==> src/hw/rtl/sedge_pkg.sv <==
// Shared types and constants for the Sobel edge threshold block.
// No dependencies; every other file of the block imports this package.
package sedge_pkg;

    localparam int PIX_W  = 8;      // grey pixel width
    localparam int GRAD_W = 11;     // signed Sobel gradient, |g| <= 1020
    localparam int SQ_W   = 20;     // one squared gradient
    localparam int MAG_W  = 22;     // squared magnitude and squared threshold
    localparam int THR_W  = 11;     // threshold register
    localparam int WREG_W = 11;     // width register
    localparam int HREG_W = 13;     // height register, also row counter
    localparam int CFG_D_W = 13;    // config write data
    localparam int CFG_I_W = 2;     // config register index

    localparam logic [HREG_W-1:0] HEIGHT_LIMIT = 13'd4096;
    localparam logic [PIX_W-1:0]  EDGE_CODE    = 8'd0;
    localparam logic [PIX_W-1:0]  PLAIN_CODE   = 8'd255;

    typedef enum logic [CFG_I_W-1:0] {
        CFG_WIDTH  = 2'd0,
        CFG_HEIGHT = 2'd1,
        CFG_THRESH = 2'd2
    } t_cfg_idx;

    // Position of the centre pixel that an input item completes.
    typedef struct packed {
        logic have;      // item completes a centre pixel
        logic top_ok;
        logic bot_ok;
        logic left_ok;
        logic right_ok;
        logic last;      // centre is the final pixel of the frame
    } t_pos;

    // 3x3 window, row major, column 2 newest.
    typedef logic [8:0][PIX_W-1:0] t_win;

endpackage

==> src/hw/rtl/sedge_threshold.sv <==
// Squared magnitude and threshold compare of the Sobel edge threshold block.
// Depends on sedge_pkg; holds the result register.
module sedge_threshold import sedge_pkg::*; (
    input  logic                     i_clk,
    input  logic                     i_rst_n,
    input  logic                     i_valid,
    output logic                     o_ready,
    input  logic signed [GRAD_W-1:0] i_gx,
    input  logic signed [GRAD_W-1:0] i_gy,
    input  logic                     i_last,
    input  logic [MAG_W-1:0]         i_thr_sq,
    output logic                     o_valid,
    input  logic                     i_ready,
    output logic [PIX_W-1:0]         o_edge_value,
    output logic                     o_last
);

    logic                     r_sq_valid;
    logic [SQ_W-1:0]          r_sq_x;
    logic [SQ_W-1:0]          r_sq_y;
    logic                     r_sq_last;
    logic                     r_out_valid;
    logic [PIX_W-1:0]         r_edge_value;
    logic                     r_out_last;

    logic signed [2*GRAD_W-1:0] prod_x;
    logic signed [2*GRAD_W-1:0] prod_y;
    logic [MAG_W-1:0]           mag_sq;
    logic                       out_ready;
    logic                       sq_ready;

    assign prod_x    = i_gx * i_gx;
    assign prod_y    = i_gy * i_gy;
    assign mag_sq    = MAG_W'(r_sq_x) + MAG_W'(r_sq_y);
    assign out_ready = !r_out_valid || i_ready;
    assign sq_ready  = !r_sq_valid || out_ready;
    assign o_ready   = sq_ready;

    always_ff @(posedge i_clk) begin
        if (i_valid && sq_ready) begin
            r_sq_x    <= prod_x[SQ_W-1:0];
            r_sq_y    <= prod_y[SQ_W-1:0];
            r_sq_last <= i_last;
        end
        if (r_sq_valid && out_ready) begin
            r_edge_value <= (mag_sq >= i_thr_sq) ? EDGE_CODE : PLAIN_CODE;
            r_out_last   <= r_sq_last;
        end
    end

    always_ff @(posedge i_clk) begin
        if (!i_rst_n) begin
            r_sq_valid  <= 1'b0;
            r_out_valid <= 1'b0;
        end else begin
            if (sq_ready) begin
                r_sq_valid <= i_valid;
            end
            if (out_ready) begin
                r_out_valid <= r_sq_valid;
            end
        end
    end

    assign o_valid      = r_out_valid;
    assign o_edge_value = r_edge_value;
    assign o_last       = r_out_last;

endmodule

==> config.mk <==
export PLATFORM = sky130hd
export DESIGN_NAME = sedge_threshold
export DESIGN_NICKNAME = d
export VERILOG_FILES = /design/src/hw/rtl/sedge_pkg.sv /design/src/hw/rtl/sedge_threshold.sv
export SDC_FILE = /design/constraint.sdc
export NUM_CORES = 1
export LEC_CHECK = 0
export ABC_AREA = 0
export ABC_CLOCK_PERIOD_IN_PS = 8500
export BUFFER_PORTS_ARGS = -buffer_cell sky130_fd_sc_hd__buf_2
export CORE_MARGIN = 5
export CORE_UTILIZATION = 60
export CTS_BUF_LIST = sky130_fd_sc_hd__clkbuf_8
export DETAILED_ROUTE_END_ITERATION = 12
export PLACE_DENSITY = 0.79
export SYNTH_ARGS = -nofsm -noshare
export SYNTH_HDL_FRONTEND = slang
export SYNTH_SLANG_ARGS = --single-unit
==> constraint.sdc <==
create_clock -name i_clk -period 8.5 [get_ports i_clk]
set_input_delay 1.7 -clock i_clk [delete_from_list [all_inputs] [get_ports i_clk]]
set_output_delay 1.7 -clock i_clk [all_outputs]
set_load 0.02 [all_outputs]
Word-level counts from Yosys, hierarchy flattened --
Cells that the tools add are included. Widths: inputs -> output; s select.
Word-level totals: bits of input ports 49, output and inout bits 11, bits in registers 52, word-level logic and storage cells 18
Operators by class: reductions and logical operators 6, $mul 2, $lt $le $gt $ge 1, add/sub/neg operators 1, multiplexer cells 1
Operators with widths (number):
- $mul 11x11->20 | 2
- $ge 21x22->1 | 1
- $add 20x20->21 | 1
- $mux 8 | 1
- $logic_and 1x1->1 | 2
- $logic_not 1->1 | 2
- $logic_or 1x1->1 | 2

Depth between registers and ports, before layout --
depth after elaboration 4, depth in mapped cells 20, depth with buffers taken out 20

Worst setup path before layout --
OpenSTA, ideal clock, no wires.
kind input-to-reg, from input i_gy[4], to register r_sq_y[19], data pin, library setup time 0.260 ns, required time 8.240 ns, slack 1.982 ns, stages on the path 19, path buffers 1, data arrival time 6.258 ns, path through clkbuf_1 inv_1 nor2_1 inv_1 fa_1 fa_1 fa_1 inv_1 fa_1 inv_1 fa_1 inv_1 ha_1 or3_1 o2111ai_1 nand3_1 a31oi_1 o21ai_1 xnor2_1
Between the ends: longest elaborated chain between the ends 1
Ends and longest elaborated chain:
- start: declaration | RTL line sedge_threshold.sv:9 | input logic signed [GRAD_W-1:0] i_gy,
- $mul 11x11->20 | RTL line sedge_threshold.sv:33 | assign prod_y = i_gy * i_gy;
- via prod_y[19] | RTL line sedge_threshold.sv:27 | logic signed [2*GRAD_W-1:0] prod_y;
- end signal: assignment | RTL line sedge_threshold.sv:42 | r_sq_y <= prod_y[SQ_W-1:0];
- end: declaration | RTL line sedge_threshold.sv:20 | logic [SQ_W-1:0] r_sq_y;
The timed path passes the listed nets, and every way through them passes these cells. A chain may end at the register's enable or synchronous reset.

Worst setup path in the final report --
from input i_gy[6], to register r_sq_y[19], data pin
Same word-level chain as after synthesis.

==> metrics <==
share of cells above drive strength 1 0.0723; Worst-path clk slew 0.09 ns; DR iter-0 viols 365; vias in the first global route 7527; Max Transition Viols Final 0; Final ANT Viol Nets 0; Fin. Hold Viols 0; initial antenna violation count 0; Power Internal 2230 uW; hpwl dp 16400 um; global route total overflow 0; total of max-cap violations 0; YS warnings 0; TritonCTS clock tree yes; Global Route Usage Sum 0.200; part of the cycle the worst path needs 0.765; #FFs+latches synth 43; Worst-Margin Slew around 0.90 ns; post-synthesis sequential area ratio 0.122; Comb power frac 0.849; required time worst endpoint 8.54 ns; WL per Instance roughly 14 um; PwrDens 398 nW/um2; global-route wire length before repair 33300 um; leak pwr around 0.0056 uW; clk_skew 0.0105 ns; syn nets ~1500; worst-skew pair later-pin latency 0.30 ns; Avg Cell Area, Syn 9.53 um2; core box area 17200 um2; Setup-failing EPs final 0; chip height 142 um; NumNets Final ~1500; crit path max fanout 10; clock power share 0.031; cts repair resizes 0; register-to-register setup slack 4.83 ns; compound-cell area share of the yosys netlist 0.0823; number of synthesized flops with an enable pin 41; Die W 142 um; fillers 1424; switching share of power 0.489; r2r startpoint r_sq_y[3]$_DFFE_PP_; gate count of the mapped netlist about 1100; crit path DAT between 6 and 7 ns; RSZ-0062 raised after global routing false; Final min period 6.50 ns; largest stage delay on the critical path 0.55 ns; hold wc startpoint r_sq_last$_DFFE_PP_; final setup TNS 0 ns; CP startpoint kind primary input; count of different cell masters after synthesis 50; Reg2Reg Capture Point o_edge_value[6]$_DFFE_PP_; Layout area overhead 5.29%; hold buffer count at cts 0; highest clock rate between 150 and 200 MHz; Root Driver clkbuf_8; mux share of post-synthesis cell area 0.00192; clock tree buffer depth 2; pre-CTS setup slack 1.73 ns; worst vdd ir 0.269 mV; CTS H-tree lvls 2; placed cell count 1351; final setup margin 2.00 ns; # port buffers roughly 60; io pins 60; Worst Setup End Kind register; CP max stage cell fa_1; Non-Filler Instances 1359; mapped cell area 10400 um2; Via Count 7111; detailed-route wire length 18400 um; Reg2Reg Depth 13; CTS sink count 43; Worst Hold Path Cells 0; DRC violations left 0; Post-Synth XOR/XNOR Area 0.0597; CTS Buf Count 5; most frequently used flop master after synthesis edfxtp_1; max_slew headroom 0.401; largest family of logic cells by synthesized area adder cells; WS Path Type in2reg; ys async rst share 0; crit path cell chain buf_2 > inv_1 > nor2_1 > inv_1 > fa_1 > fa_1 > fa_1 > inv_1 > fa_1 > inv_1 > fa_1 > inv_1 > ha_1 > or3_1 > o2111ai_1 > nand3_1 > a31oi_1 > o21ai_1 > xnor2_1; Post-CTS Setup Bufs 0; Std-Cell Rows 48; drt first pass iters 5; Synth Area in Adders 0.510; DR vias/cell between 5 and 6; largest net degree at the start of global routing 40; Final GP Congestion 0.916; hold endpoint o_last$_DFFE_PP_; Synth Area in Simple Gates 0.109; min-delay worst type reg2reg; Starting Density 0.606; switching power between 2000 and 2500 uW; most frequent cells in the layout inv_1 (287), fa_1 (187), ha_1 (125), nand2_1 (63), buf_2 (59); Die Area 20100 um2; most common library cell in the layout ignoring fill and taps inv_1; power share of the sequential group 0.120; status finished clean; Antenna Cells 0
==> worst max-delay path: cells and delay by family <==
family | cells | cell delay [ns]
buffers and inverters | 6 | 0.56
XOR/XNOR | 1 | 0.13
adder cells (fa/ha/maj) | 6 | 2.73
AO/OA/AOI/OAI | 3 | 0.68
AND/OR/NAND/NOR | 3 | 0.74
==> flip-flops by register name, indices dropped and copies added, names as in the netlist <==
| name | count |
|---|---|
| o_valid | 1 |
| o_edge_value | 1 |
| r_sq_valid | 1 |
| r_sq_last | 1 |
| r_sq_y | 19 |
| o_last | 1 |
| r_sq_x | 19 |
==> per-stage QoR <==
| step | hold slack, ns | instance area, um2 | power (uW) | utilization |
|---|---|---|---|---|
| finish | 0.429 | 11000 | 4360 | 0.638 |
| global route | 0.461 | 11000 | 4980 | 0.638 |
| floorplan | 0.400 | 10400 | 3570 | - |
| detailed placement | 0.420 | 10900 | 4230 | 0.633 |
| global placement | 0.404 | 10900 | 4130 | 0.633 |
| CTS | 0.434 | 11000 | 4390 | 0.638 |
==> final cells by class <==
| type | instances | area [um2] | share of cell area |
|---|---|---|---|
| Multi-Input combinational cell | 737 | 7940 | 0.725 |
| Sequential cell | 43 | 1270 | 0.116 |
| Clock buffer | 5 | 68.8 | 0.00628 |
| Clock inverter | 3 | 23.8 | 0.00217 |
| Inverter | 287 | 1080 | 0.0983 |
| Tap cell | 225 | 282 | 0.0257 |
| Timing Repair Buffer | 59 | 295 | 0.0269 |
==> routing by layer <==
| layer | track usage | wire, um |
|---|---|---|
| met5 | 0 | 0 |
| met4 | 0.0283 | 232 |
| met2 | 0.355 | 9520 |
| met1 | 0.274 | 7830 |
| met3 | 0.0195 | 860 |
==> logic make-up (layout without fill, tap and decap cells) <==
logic type,Yosys count,in the layout
buffers and inverters,312,354
flip-flops,43,43
XOR/XNOR,71,71
AO/OA/AOI/OAI,127,127
AND/OR/NAND/NOR,225,225
multiplexers,2,2
adder cells (fa/ha/maj),312,312
==> worst max-delay path by stage <==
| stage | startpoint | end | slack (ns) | depth (start not counted) |
|---|---|---|---|---|
| floorplan | i_gy[4] | r_sq_y[19]$_DFFE_PP_ | 1.98 | 19 |
| global placement | i_gy[4] | r_sq_y[19]$_DFFE_PP_ | 1.82 | 19 |
| detailed placement | i_gy[6] | r_sq_y[19]$_DFFE_PP_ | 1.73 | 19 |
| CTS | i_gy[6] | r_sq_y[19]$_DFFE_PP_ | 2.03 | 19 |
| global route | i_gy[2] | r_sq_y[19]$_DFFE_PP_ | 1.75 | 20 |
| finish | i_gy[6] | r_sq_y[19]$_DFFE_PP_ | 2.00 | 19 |
==> power groups by stage <==
stage	sequential [uW]	combinational (uW)	clock (uW)
floorplan	516	3060	0
global placement	528	3600	0
detailed placement	530	3700	0
CTS	525	3730	137
global route	531	4310	144
finish	524	3700	134
==> cell usage after synthesis, drive strengths merged (5+ instances only) <==
master / instances / area share
a21oi: 37 / 0.018
nand2b: 12 / 0.0072
a21o: 15 / 0.011
xor2: 16 / 0.013
o21a: 11 / 0.0081
a211oi: 8 / 0.0070
and2: 54 / 0.032
ha: 125 / 0.15
nor2: 42 / 0.015
buf: 7 / 0.0050
clkbuf: 18 / 0.0065
nor2b: 25 / 0.015
inv: 287 / 0.10
a21boi: 5 / 0.0036
fa: 187 / 0.36
o21ai: 25 / 0.013
xnor2: 55 / 0.046
nand3: 8 / 0.0038
nand2: 63 / 0.023
edfxtp: 41 / 0.12
No activity file was read; power rests on OpenSTA's default activity.
