==> src/hw/rtl/sedge_pkg.sv <==
// Shared types and constants for the Sobel edge threshold block.
// No dependencies; every other file of the block imports this package.
package sedge_pkg;

    localparam int PIX_W  = 8;      // grey pixel width
    localparam int GRAD_W = 11;     // signed Sobel gradient, |g| <= 1020
    localparam int SQ_W   = 20;     // one squared gradient
    localparam int MAG_W  = 22;     // squared magnitude and squared threshold
    localparam int THR_W  = 11;     // threshold register
    localparam int WREG_W = 11;     // width register
    localparam int HREG_W = 13;     // height register, also row counter
    localparam int CFG_D_W = 13;    // config write data
    localparam int CFG_I_W = 2;     // config register index

    localparam logic [HREG_W-1:0] HEIGHT_LIMIT = 13'd4096;
    localparam logic [PIX_W-1:0]  EDGE_CODE    = 8'd0;
    localparam logic [PIX_W-1:0]  PLAIN_CODE   = 8'd255;

    typedef enum logic [CFG_I_W-1:0] {
        CFG_WIDTH  = 2'd0,
        CFG_HEIGHT = 2'd1,
        CFG_THRESH = 2'd2
    } t_cfg_idx;

    // Position of the centre pixel that an input item completes.
    typedef struct packed {
        logic have;      // item completes a centre pixel
        logic top_ok;
        logic bot_ok;
        logic left_ok;
        logic right_ok;
        logic last;      // centre is the final pixel of the frame
    } t_pos;

    // 3x3 window, row major, column 2 newest.
    typedef logic [8:0][PIX_W-1:0] t_win;

endpackage

==> src/hw/rtl/sedge_gradient.sv <==
// Padded Sobel gradients gx and gy of the Sobel edge threshold block.
// Depends on sedge_pkg.
module sedge_gradient import sedge_pkg::*; (
    input  logic                     i_clk,
    input  logic                     i_rst_n,
    input  logic                     i_valid,
    output logic                     o_ready,
    input  t_win                     i_win,
    input  t_pos                     i_pos,
    output logic                     o_valid,
    input  logic                     i_ready,
    output logic signed [GRAD_W-1:0] o_gx,
    output logic signed [GRAD_W-1:0] o_gy,
    output logic                     o_last
);

    logic                     r_valid;
    logic signed [GRAD_W-1:0] r_gx;
    logic signed [GRAD_W-1:0] r_gy;
    logic                     r_last;

    logic [8:0][GRAD_W-1:0] t;
    logic [GRAD_W-1:0]      gx_pos, gx_neg, gy_pos, gy_neg;

    // zero the taps that fall outside the image
    always_comb begin
        for (int k = 0; k < 9; k++) begin
            t[k] = GRAD_W'(i_win[k]);
            if ((k < 3 && !i_pos.top_ok) || (k > 5 && !i_pos.bot_ok) ||
                (k % 3 == 0 && !i_pos.left_ok) || (k % 3 == 2 && !i_pos.right_ok)) begin
                t[k] = '0;
            end
        end
        gx_pos = t[2] + (t[5] << 1) + t[8];
        gx_neg = t[0] + (t[3] << 1) + t[6];
        gy_pos = t[6] + (t[7] << 1) + t[8];
        gy_neg = t[0] + (t[1] << 1) + t[2];
    end

    assign o_ready = !r_valid || i_ready;

    always_ff @(posedge i_clk) begin
        if (i_valid && o_ready) begin
            r_gx   <= $signed(gx_pos - gx_neg);
            r_gy   <= $signed(gy_pos - gy_neg);
            r_last <= i_pos.last;
        end
    end

    always_ff @(posedge i_clk) begin
        if (!i_rst_n) begin
            r_valid <= 1'b0;
        end else if (o_ready) begin
            r_valid <= i_valid;
        end
    end

    assign o_valid = r_valid;
    assign o_gx    = r_gx;
    assign o_gy    = r_gy;
    assign o_last  = r_last;

endmodule

==> config.mk <==
export PLATFORM = sky130hd
export DESIGN_NAME = sedge_gradient
export DESIGN_NICKNAME = d
export VERILOG_FILES = /design/src/hw/rtl/sedge_pkg.sv /design/src/hw/rtl/sedge_gradient.sv
export SDC_FILE = /design/constraint.sdc
export NUM_CORES = 1
export LEC_CHECK = 0
export BUFFER_PORTS_ARGS = -buffer_cell sky130_fd_sc_hd__buf_2
export CAP_MARGIN = 20
export CELL_PAD_IN_SITES_DETAIL_PLACEMENT = 1
export CELL_PAD_IN_SITES_GLOBAL_PLACEMENT = 2
export CORE_MARGIN = 3
export CORE_UTILIZATION = 32
export DETAILED_ROUTE_END_ITERATION = 10
export PLACE_DENSITY_LB_ADDON = 0.25
export SYNTH_ARGS = -nofsm -noshare
export SYNTH_HDL_FRONTEND = slang
export SYNTH_SLANG_ARGS = --single-unit
==> constraint.sdc <==
create_clock -name i_clk -period 3.9 [get_ports i_clk]
set_input_delay 0.195 -clock i_clk [delete_from_list [all_inputs] [get_ports i_clk]]
set_output_delay 0.195 -clock i_clk [all_outputs]
set_load 0.01 [all_outputs]
**After elaboration in Yosys (flattened, before gate mapping)**

Cells that the tools add are included.

- Register bits after elaboration: 24
- Input bits: 82
- Output and inout port bits: 25
- Word-level logic and storage cells: 33

- $add $sub $neg: 10
- Mux-type cells: 8
- Reductions and logical operators: 11

Operators by type and width:

| cell | count |
|---|---|
| two-way mux 8 bit | 8 |
| adder 8 x 9 -> 10 bit | 4 |
| adder 11 x 8 -> 11 bit | 3 |
| subtractor 11 bit | 2 |
| adder 10 x 8 -> 11 bit | 1 |
| logical NOT 1 bit | 5 |
| logical OR 1 bit | 5 |
| logical AND 1 bit | 1 |

**Logic depth before layout (Yosys ltp)**

Gate-level depths: netlist of the first run.

- Depth after elaboration: 6
- Mapped depth: 17
- Mapped depth without buffers: 16

**Worst setup path after synthesis of the first run**

Ideal clock, no wire load.

- Path kind: input to register
- From: input i_pos[3] (netlist name)
- To: register r_gy[8] (netlist: o_gy[8]), data pin
- Setup time: 0.261 ns
- Arrival time: 3.350 ns
- Required time: 3.639 ns
- Setup slack: 0.289 ns
- Cell stages on the path: 15
- Path buffers: 2
- Cells stage by stage: buf_2 > clkbuf_1 > nand2_1 > fa_1 > inv_1 > fa_1 > inv_1 > fa_1 > inv_1 > ha_1 > a21o_1 > a21oi_2 > o21a_2 > o21ai_2 > xor2_1

- Cells in the longest elaborated chain, start to end: 6
- Elaborated cells between the ends (all ways): 9
- Classes of those cells: 3 x add/sub; 3 x mux; 3 x reduce/logical

Ends and longest elaborated chain:

| item | RTL line | RTL |
|---|---|---|
| from (decl) | sedge_gradient.sv:9 | `input t_pos i_pos,` |
| logical NOT 1 bit | sedge_gradient.sv:29 | `if ((k < 3 && !i_pos.top_ok) \|\| (k > 5 && !i_pos.bot_ok) \|\|` |
| logical OR 1 bit | sedge_gradient.sv:29 |  |
| two-way mux 8 bit | sedge_gradient.sv:29 |  |
| adder 8 x 9 -> 10 bit | sedge_gradient.sv:36 | `gy_pos = t[6] + (t[7] << 1) + t[8];` |
| adder 11 x 8 -> 11 bit * | sedge_gradient.sv:36 |  |
| subtractor 11 bit * | sedge_gradient.sv:45 | `r_gy <= $signed(gy_pos - gy_neg);` |
| to (signal assigned) | sedge_gradient.sv:45 |  |
| to (decl) | sedge_gradient.sv:19 | `logic signed [GRAD_W-1:0] r_gy;` |

Mark *: on every way between the ends. The rest lies on a longest branch, timed or not.
A chain may end at the register's enable or synchronous reset.

**Worst setup path in the final report of the first run**

- From: input i_pos[3] (netlist name)
- To: register r_gx[9] (netlist: o_gx[9]), data pin

- Cells in the longest elaborated chain, start to end: 5
- Elaborated cells between the ends (all ways): 8
- Classes of those cells: 3 x add/sub; 2 x mux; 3 x reduce/logical

Ends and longest elaborated chain:

| item | RTL line | RTL |
|---|---|---|
| logical NOT 1 bit * | sedge_gradient.sv:29 |  |
| logical OR 1 bit (on tied branches) | sedge_gradient.sv:29, sedge_gradient.sv:30 |  |
| two-way mux 8 bit | sedge_gradient.sv:29 |  |
| adder 11 x 8 -> 11 bit or adder 10 x 8 -> 11 bit (tied branches) | sedge_gradient.sv:35, sedge_gradient.sv:34 |  |
| subtractor 11 bit * | sedge_gradient.sv:44 | `r_gx <= $signed(gx_pos - gx_neg);` |
| to (signal assigned) | sedge_gradient.sv:44 |  |
| to (decl) | sedge_gradient.sv:18 | `logic signed [GRAD_W-1:0] r_gx;` |

Marked as above.

==> impl_metrics.toml, run 1 <==
[cells_and_area]
n_fill_cell = 1296
final_layout_size_suffix_gt1_share_pct = 27.1
diodes = 0
final_nets = 649
syn2layout_area_growth_pct = 24.4
stdcell_count = 616
final_area_um2 = 4350

[route]
post_drt_wl_per_cell_um = 14.0
detail-route-antenna-nets = 0
via_per_inst = 4.43
drc = 0
drt_iter0_markers = 76
dr_total_vias = 2729
first_pass_iters = 4
wl_mm = 8.60

[flow_run]
maxCapViolCount = 0

[clock_tree]
post_cts_buffers = 0
cts_resized = 0
htreeDepth = 1
cts_tree = "yes"
clk_pin_slew_ns = 0.09
cts_root_buffer = "clkbuf_8"
numCtsBuffers = 3
cts_buffer_depth = 2
worstSkewPairLatency_ns = 0.26
cts.sinks = 24
postCtsHoldBufs = 0

[floorplanning]
die_h_um = 111
initial_utilization_pct = 33.4
pin_count = 107
design.die.area_um2 = 12200
core-area_um2 = 10500
num_rows = 37
die_x_um = 111

[critical_path]
worst-path-max-fanout = 4
start_kind = "input port"
crit_arrival_ns = 3.59
end_kind = "register"
worstSetupPathType = "in -> reg"
crit_required_ns = 3.92

[synth]
yosys.area.top_type_share_pct = 33.8
ys_warn_count = 0
yosys.cell_types.count = 28
synthTopCellsByArea = "fa_1 (34%), edfxtp_1 (20%), inv_1 (12%)"
netlist_area_um2 = 3500
synth_seq_cells = 24
yosysTopAreaCell = "fa_1"
postSynthCellCount = 366
synth_nets = 534
synth.avg_cell_area_um2 = 9.55
ys_seq_area_share_pct = 20.3

[power_and_ir_drop]
p_leak_nw = 2.33
ir_drop_mv = 0.219
powerDensity_nw_per_um2 = 469
finalPower_w = 0.00204

[global_route]
grt_pass1_vias = 3233
grt_max_degree = 24
grt_pass1_wl_mm = 15.1
grt_overflow = 0
track_usage_pct = 15.0
antenna_found_initial = 0

[placement]
dpl.cell_count = 611
placed_cell_area_um2 = 4280
gp_congestion = 0.791
port_buffers = 97
dp_hpwl_mm = 7.87

[timing]
maxSlewHeadroom_pct = 59.1
fmax_ghz = 0.280
whs_ns = 0.104
rsz0062_at_grt = "no"
setup_viol = 0
finalCritPeriodShare_pct = 91.5
skew_ns = 0.00229
maxSlewViolCount = 0
layout_min_cycle_time_ns = 3.57
tightest_slew_ns = 0.614
hold_viol_final = 0

[min_path]
hold_class = "in -> reg"

[outcome]
outcome = "finished, final reports clean"
-- synthesized netlist by cell type --
library cell / n
xnor2_1: 15
a21boi_0: 1
a31oi_1: 2
xor2_1: 2
nand2_1: 40
and3_1: 11
a21oi_2: 5
ha_1: 27
or3b_1: 3
fa_1: 59
clkbuf_1: 6
o221ai_1: 2
inv_1: 114
o21a_2: 2
o21ai_0: 1
o21ai_2: 2
dfxtp_1: 1
a21o_1: 4
o211ai_1: 2
or3_1: 2
and2_1: 25
o21ai_1: 1
nand3_1: 2
a21oi_1: 10
edfxtp_1: 23
nor3_1: 2
buf_2: 1
nand2b_1: 1
-- flip-flops by register name (all words and copies together), names as in the netlist --
| signal | flops |
|---|---|
| o_gx | 11 |
| o_last | 1 |
| o_gy | 11 |
| o_valid | 1 |
-- final timing paths --
check                 from      end  slack (ns)  depth (start not counted)
hold / removal    i_pos[0]   o_last        0.10                          1
hold reg to reg    o_valid  o_valid        0.54                          2
setup reg to reg   o_valid  o_gy[2]        2.44                          3
setup / recovery  i_pos[3]  o_gx[9]        0.33                         15
-- cells by family (layout without fill, tap and decap cells) --
family	after synthesis	in the layout	synth area share (%)
AO/OA/AOI/OAI	32	32	6.33
XOR/XNOR	17	17	4.26
adder cells (fa/ha/maj)	86	86	43.5
buffers and inverters	121	235	13.0
flip-flops	24	24	20.3
AND/OR/NAND/NOR	86	86	12.6
-- power breakdown --
group / leakage (nW) / switching, W / internal [W] / total, W
sequential: 0.230 / 0.0000267 / 0.000467 / 0.000494
combinational: 2.07 / 0.000725 / 0.000651 / 0.00138
clock: 0.0288 / 0.0000810 / 0.0000901 / 0.000171
-- area by class of cell --
cell class	count	area, um2	share of cell area [%]
well taps	136	170	3.91
multi-input cells	221	2330	53.6
clock buffers	4	55.1	1.27
flip-flops and latches	24	711	16.3
inverters	114	428	9.84
repair buffers	117	656	15.1
-- placed cells by master, fill, tap and decap left out, types with 2 or more instances in the layout --
cell type and n:
a31oi_1 2, edfxtp_1 23, a21oi_2 5, ha_1 27, or3b_1 3, clkbuf_8 4, a21oi_1 10, and3_1 11
nand3_1 2, fa_1 59, nand2_1 40, xnor2_1 15, xor2_1 2, and2_1 25, buf_4 18, a21o_1 4
o21a_2 2, o211ai_1 2, buf_2 97, o221ai_1 2, inv_1 114, or3_1 2, nor3_1 2, o21ai_2 2
-- layer usage --
metal / wire (um) / vias to the layer above / GRT usage [%]
met2: 4740 / 65 / 29.6
met5: 0 / - / 0
met4: 70 / 0 / 1.64
met3: 422 / 6 / 2.47
met1: 3370 / 1333 / 17.4
li1: - / 1325 / -
-- stage by stage --
step / util (%) / setup TNS, ns / setup slack (ns)
2_1_floorplan: - / 0 / 0.289
3_3_place_gp: 40.9 / 0 / 0.0681
3_5_place_dp: 40.9 / -0.0376 / -0.0376
4_1_cts: 41.4 / 0 / 0.231
5_1_grt: 41.6 / 0 / 0.0309
6_report: 41.6 / 0 / 0.330
-- critical path: stages --
cell	delay, ns
buf_2	0.12
and2_1	0.25
nand2_1	0.16
fa_1	0.54
fa_1	0.48
fa_1	0.47
inv_1	0.07
ha_1	0.17
inv_1	0.07
fa_1	0.43
inv_1	0.08
a21oi_2	0.08
o221ai_1	0.20
o211ai_1	0.14
xnor2_1	0.14
No activity file was read; power rests on OpenSTA's default activity.
==> inputs of run 2 (changes only) <==
CORE_UTILIZATION = 28   (was 32)
clock period = 3.2 ns   (was 3.9 ns; I/O delays follow)
==> impl_metrics.toml, run 2 (synthesis gave the netlist of run 1 again) <==
[outcome]
outcome = "complete, but fails checks"
violations = "negative setup slack"

[cells_and_area]
stdcell_count = 688
final_nets = 689
final_cell_mix = "inv_1 (96), buf_2 (94), fa_1 (54), buf_4 (50), nand2_1 (27)"
utilization_pct = 42.8
final_layout_size_suffix_gt1_share_pct = 46.7
regArea_um2 = 711
final_common_cell = "inv_1"
syn2layout_area_growth_pct = 48.3
multiInputGateArea_um2 = 2700
diodes = 0
final_area_um2 = 5180
n_fill_cell = 1425

[critical_path]
crit_required_ns = 3.21
worstSetupPathType = "in -> reg"
end_kind = "register"
worst-path-max-fanout = 7
crit_arrival_ns = 3.28
start_kind = "input port"

[min_path]
hold_class = "in -> reg"

[placement]
dpl.cell_count = 672
dp_slack_ns = -0.561
port_buffers = 97
dp_hpwl_mm = 8.76
gp_congestion = 0.789
placed_cell_area_um2 = 4620

[clock_tree]
cts.sinks = 24
worstSkewPairLatency_ns = 0.26
clk_pin_slew_ns = 0.07
numCtsBuffers = 3
cts_buffer_depth = 2
htreeDepth = 1
cts_tree = "yes"
cts_root_buffer = "clkbuf_16"
postCtsHoldBufs = 0

[route]
drt_iter0_markers = 75
first_pass_iters = 2
via_per_inst = 4.22
detail-route-antenna-nets = 0
dr_total_vias = 2904
post_drt_wl_per_cell_um = 14.7
wl_mm = 10.1
drc = 0

[timing]
tightest_slew_ns = 0.286
rsz0062_at_grt = "yes"
fmax_ghz = 0.306
layout_min_cycle_time_ns = 3.27
setup_viol = 7
fin_ws_ns = -0.0668
skew_ns = 0.00540
hold_viol_final = 0
maxSlewHeadroom_pct = 81.0
finalCritPeriodShare_pct = 102
maxSlewViolCount = 0

[floorplanning]
design.die.area_um2 = 13900
die_x_um = 118
core-area_um2 = 12100
num_rows = 40
initial_utilization_pct = 28.9
die_h_um = 118
pin_count = 107

[global_route]
grt_overflow = 0
grt_pass1_vias = 3382
track_usage_pct = 14.8
grt_max_degree = 24
grt_pass1_wl_mm = 16.6
antenna_found_initial = 0

[power_and_ir_drop]
internal-power_w = 0.00197
powerDensity_nw_per_um2 = 628
p_comb_share_pct = 72.3
p_sw_w = 0.00129
p_seq_share_pct = 18.5
p_leak_nw = 2.63
ir_drop_mv = 0.197
swShare_pct = 39.5
p_clk_share_pct = 9.3

[flow_run]
maxCapViolCount = 0
[run 2: routing by layer]
metal / track usage, % / up-vias / part of all wire, %
met3: 2.45 / 4 / 3.8
met1: 16.9 / 1439 / 40
li1: - / 1401 / -
met4: 1.47 / 0 / 0.50
met2: 29.5 / 60 / 56
met5: 0 / - / 0
[run 2: area by class of cell]
type / instances / area share (%)
flip-flops and latches: 24 / 13.7
multi-input cells: 221 / 52.0
clock buffers: 4 / 1.71
well taps: 168 / 4.05
repair buffers: 157 / 20.2
inverters: 114 / 8.25
[run 2: repair_timing]
action	CTS	global route
pin swaps	35	50
setup buffers	6	3
endpoints found under the hold margin	0	0
cloned	2	0
endpoints found under the setup margin	14	12
gates resized for setup	43	46
[run 2: path summary, 6_finish.rpt]
check / from / to / slack (ns) / depth (start not counted)
min reg2reg: o_valid / o_valid / 0.54 / 2
min: i_pos[0] / o_last / 0.08 / 1
max: i_pos[3] / o_gx[8] / -0.07 / 15
max reg2reg: o_valid / o_gy[9] / 1.99 / 3
[run 2: power groups by stage]
stage	Sequential, W	Combinational, W	Clock [W]
5_1_grt	0.000617	0.00263	0.000323
3_5_place_dp	0.000613	0.00199	0
3_3_place_gp	0.000613	0.00193	0
6_report	0.000601	0.00235	0.000302
2_1_floorplan	0.000680	0.00116	0
4_1_cts	0.000608	0.00216	0.000308
[run 2: through the flow]
| stage | total power [W] | TNS, ns | hold slack [ns] |
|---|---|---|---|
| 4_1_cts | 0.00307 | -0.447 | 0.0802 |
| 3_5_place_dp | 0.00260 | -7.16 | 0.350 |
| 5_1_grt | 0.00357 | -1.38 | 0.0721 |
| 3_3_place_gp | 0.00254 | -5.91 | 0.341 |
| 2_1_floorplan | 0.00184 | -0.547 | 0.259 |
| 6_report | 0.00326 | -0.288 | 0.0799 |
[run 2: worst max-delay path: stages]
cell and delay [ns]:
buf_12 0.11, and2_4 0.21, nand2_4 0.09, inv_2 0.04, fa_1 0.47, fa_1 0.55
inv_2 0.05, fa_2 0.54, inv_2 0.05, ha_4 0.22, a21o_1 0.18, a21oi_2 0.19
o21a_4 0.18, o21ai_4 0.06, xor2_1 0.16
==> inputs of run 3 (changes only) <==
SKIP_LAST_GASP = 1   (was unset)
==> impl_metrics.toml, run 3 (synthesis gave the netlist of run 1 again) <==
[outcome]
outcome = "complete, but fails checks"
violations = "negative setup slack"

[floorplanning]
die_h_um = 118
die_x_um = 118
core-area_um2 = 12100
pin_count = 107
design.die.area_um2 = 13900
num_rows = 40
initial_utilization_pct = 28.9

[placement]
placed_cell_area_um2 = 4620
dp_hpwl_mm = 8.76
dpl.cell_count = 672
port_buffers = 97
gp_congestion = 0.789

[timing]
finalCritPeriodShare_pct = 102
setup_viol = 6
maxSlewViolCount = 0
skew_ns = 0.00495
rsz0062_at_grt = "yes"
fin_ws_ns = -0.0754
maxSlewHeadroom_pct = 81.0
hold_viol_final = 0
layout_min_cycle_time_ns = 3.28
fmax_ghz = 0.305
tightest_slew_ns = 0.286
whs_ns = 0.0805
final.setup.tns_ns = -0.222

[route]
drt_iter0_markers = 83
drc = 0
first_pass_iters = 4
detail-route-antenna-nets = 0
via_per_inst = 4.22
wl_mm = 10.1
dr_total_vias = 2910
post_drt_wl_per_cell_um = 14.7

[global_route]
use_met2_pct = 29.5
track_usage_pct = 14.8
grt_use_met3_pct = 2.45
grt_pass1_wl_mm = 16.6
grt_pass1_vias = 3373
grt_max_degree = 24
grt.met1_usage_pct = 17.0
grt-busiest-layer = "met2"
grt_overflow = 0
antenna_found_initial = 0

[power_and_ir_drop]
ir_drop_mv = 0.197
p_seq_share_pct = 18.4
p_comb_share_pct = 72.5
p_clk_share_pct = 9.2
p_sw_w = 0.00130
p_leak_nw = 2.64
swShare_pct = 39.5
internal-power_w = 0.00198
powerDensity_nw_per_um2 = 630

[cells_and_area]
utilization_pct = 42.9
syn2layout_area_growth_pct = 48.7
final_layout_size_suffix_gt1_share_pct = 47.0
diodes = 0
final_nets = 690
final_common_cell = "inv_1"
stdcell_count = 689
final_cell_mix = "inv_1 (96), buf_2 (94), fa_1 (54), buf_4 (50), nand2_1 (27)"
final_area_um2 = 5200

[clock_tree]
cts_buffer_depth = 2
cts.sinks = 24
cts_root_buffer = "clkbuf_16"
htreeDepth = 1
cts_tree = "yes"
clk_pin_slew_ns = 0.07
worstSkewPairLatency_ns = 0.26
postCtsHoldBufs = 0
numCtsBuffers = 3

[critical_path]
start_kind = "input port"
crit_arrival_ns = 3.28
end_kind = "register"
crit_required_ns = 3.20
worstSetupPathType = "in -> reg"
worst-path-max-fanout = 5

[flow_run]
maxCapViolCount = 0

[min_path]
hold_class = "in -> reg"
-- run 3: per-stage QoR --
| step | worst slack [ns] | total power (W) |
|---|---|---|
| after global placement | -0.521 | 0.00254 |
| after CTS | -0.106 | 0.00306 |
| after detailed placement | -0.561 | 0.00260 |
| final | -0.0754 | 0.00328 |
| after floorplan | -0.114 | 0.00184 |
| after global routing | -0.172 | 0.00359 |
-- run 3: power groups by stage --
stage          Sequential, W  Combinational (W)  Clock, W
2_1_floorplan       0.000680            0.00116         0
3_3_place_gp        0.000613            0.00193         0
3_5_place_dp        0.000613            0.00199         0
4_1_cts             0.000608            0.00214  0.000308
5_1_grt             0.000617            0.00265  0.000323
6_report            0.000602            0.00237  0.000301
-- run 3: worst max-delay path, stage by stage --
cell     delay, ns
buf_8         0.10
buf_6         0.12
and3_4        0.18
fa_1          0.51
inv_2         0.04
fa_1          0.54
inv_1         0.05
fa_1          0.50
inv_1         0.06
ha_1          0.27
a21o_1        0.18
a21oi_2       0.15
o21a_2        0.16
o21ai_2       0.07
xor2_1        0.17
-- run 3: what timing repair did --
action                                  4_1_cts  5_1_grt
setup buffers                                 6        4
endpoints found under the setup margin       14       12
resized for setup                            40       51
gates cloned                                  2        0
pin swaps                                    34       48
-- run 3: layer usage --
metal  vias up  part of all wire [%]
met5         -                     0
met2        60                    56
met4         0                  0.49
met1      1440                    40
li1       1406                     -
met3         4                   3.8
-- run 3: layout make-up --
type                    instances  area (um2)
flip-flops and latches         24         711
fillers                      1429        6910
multi-input cells             221        2700
well taps                     168         210
repair buffers                158        1060
inverters                     114         428
clock buffers                   4        88.8
-- run 3: worst paths after layout --
| kind | cells after the start | to | from | slack, ns |
|---|---|---|---|---|
| worst min register to register | 2 | o_valid | o_valid | 0.54 |
| worst max register to register | 3 | o_gy[9] | o_valid | 1.99 |
| worst max-delay path | 15 | o_gy[8] | i_pos[4] | -0.08 |
| worst min-delay path | 1 | o_last | i_pos[0] | 0.08 |
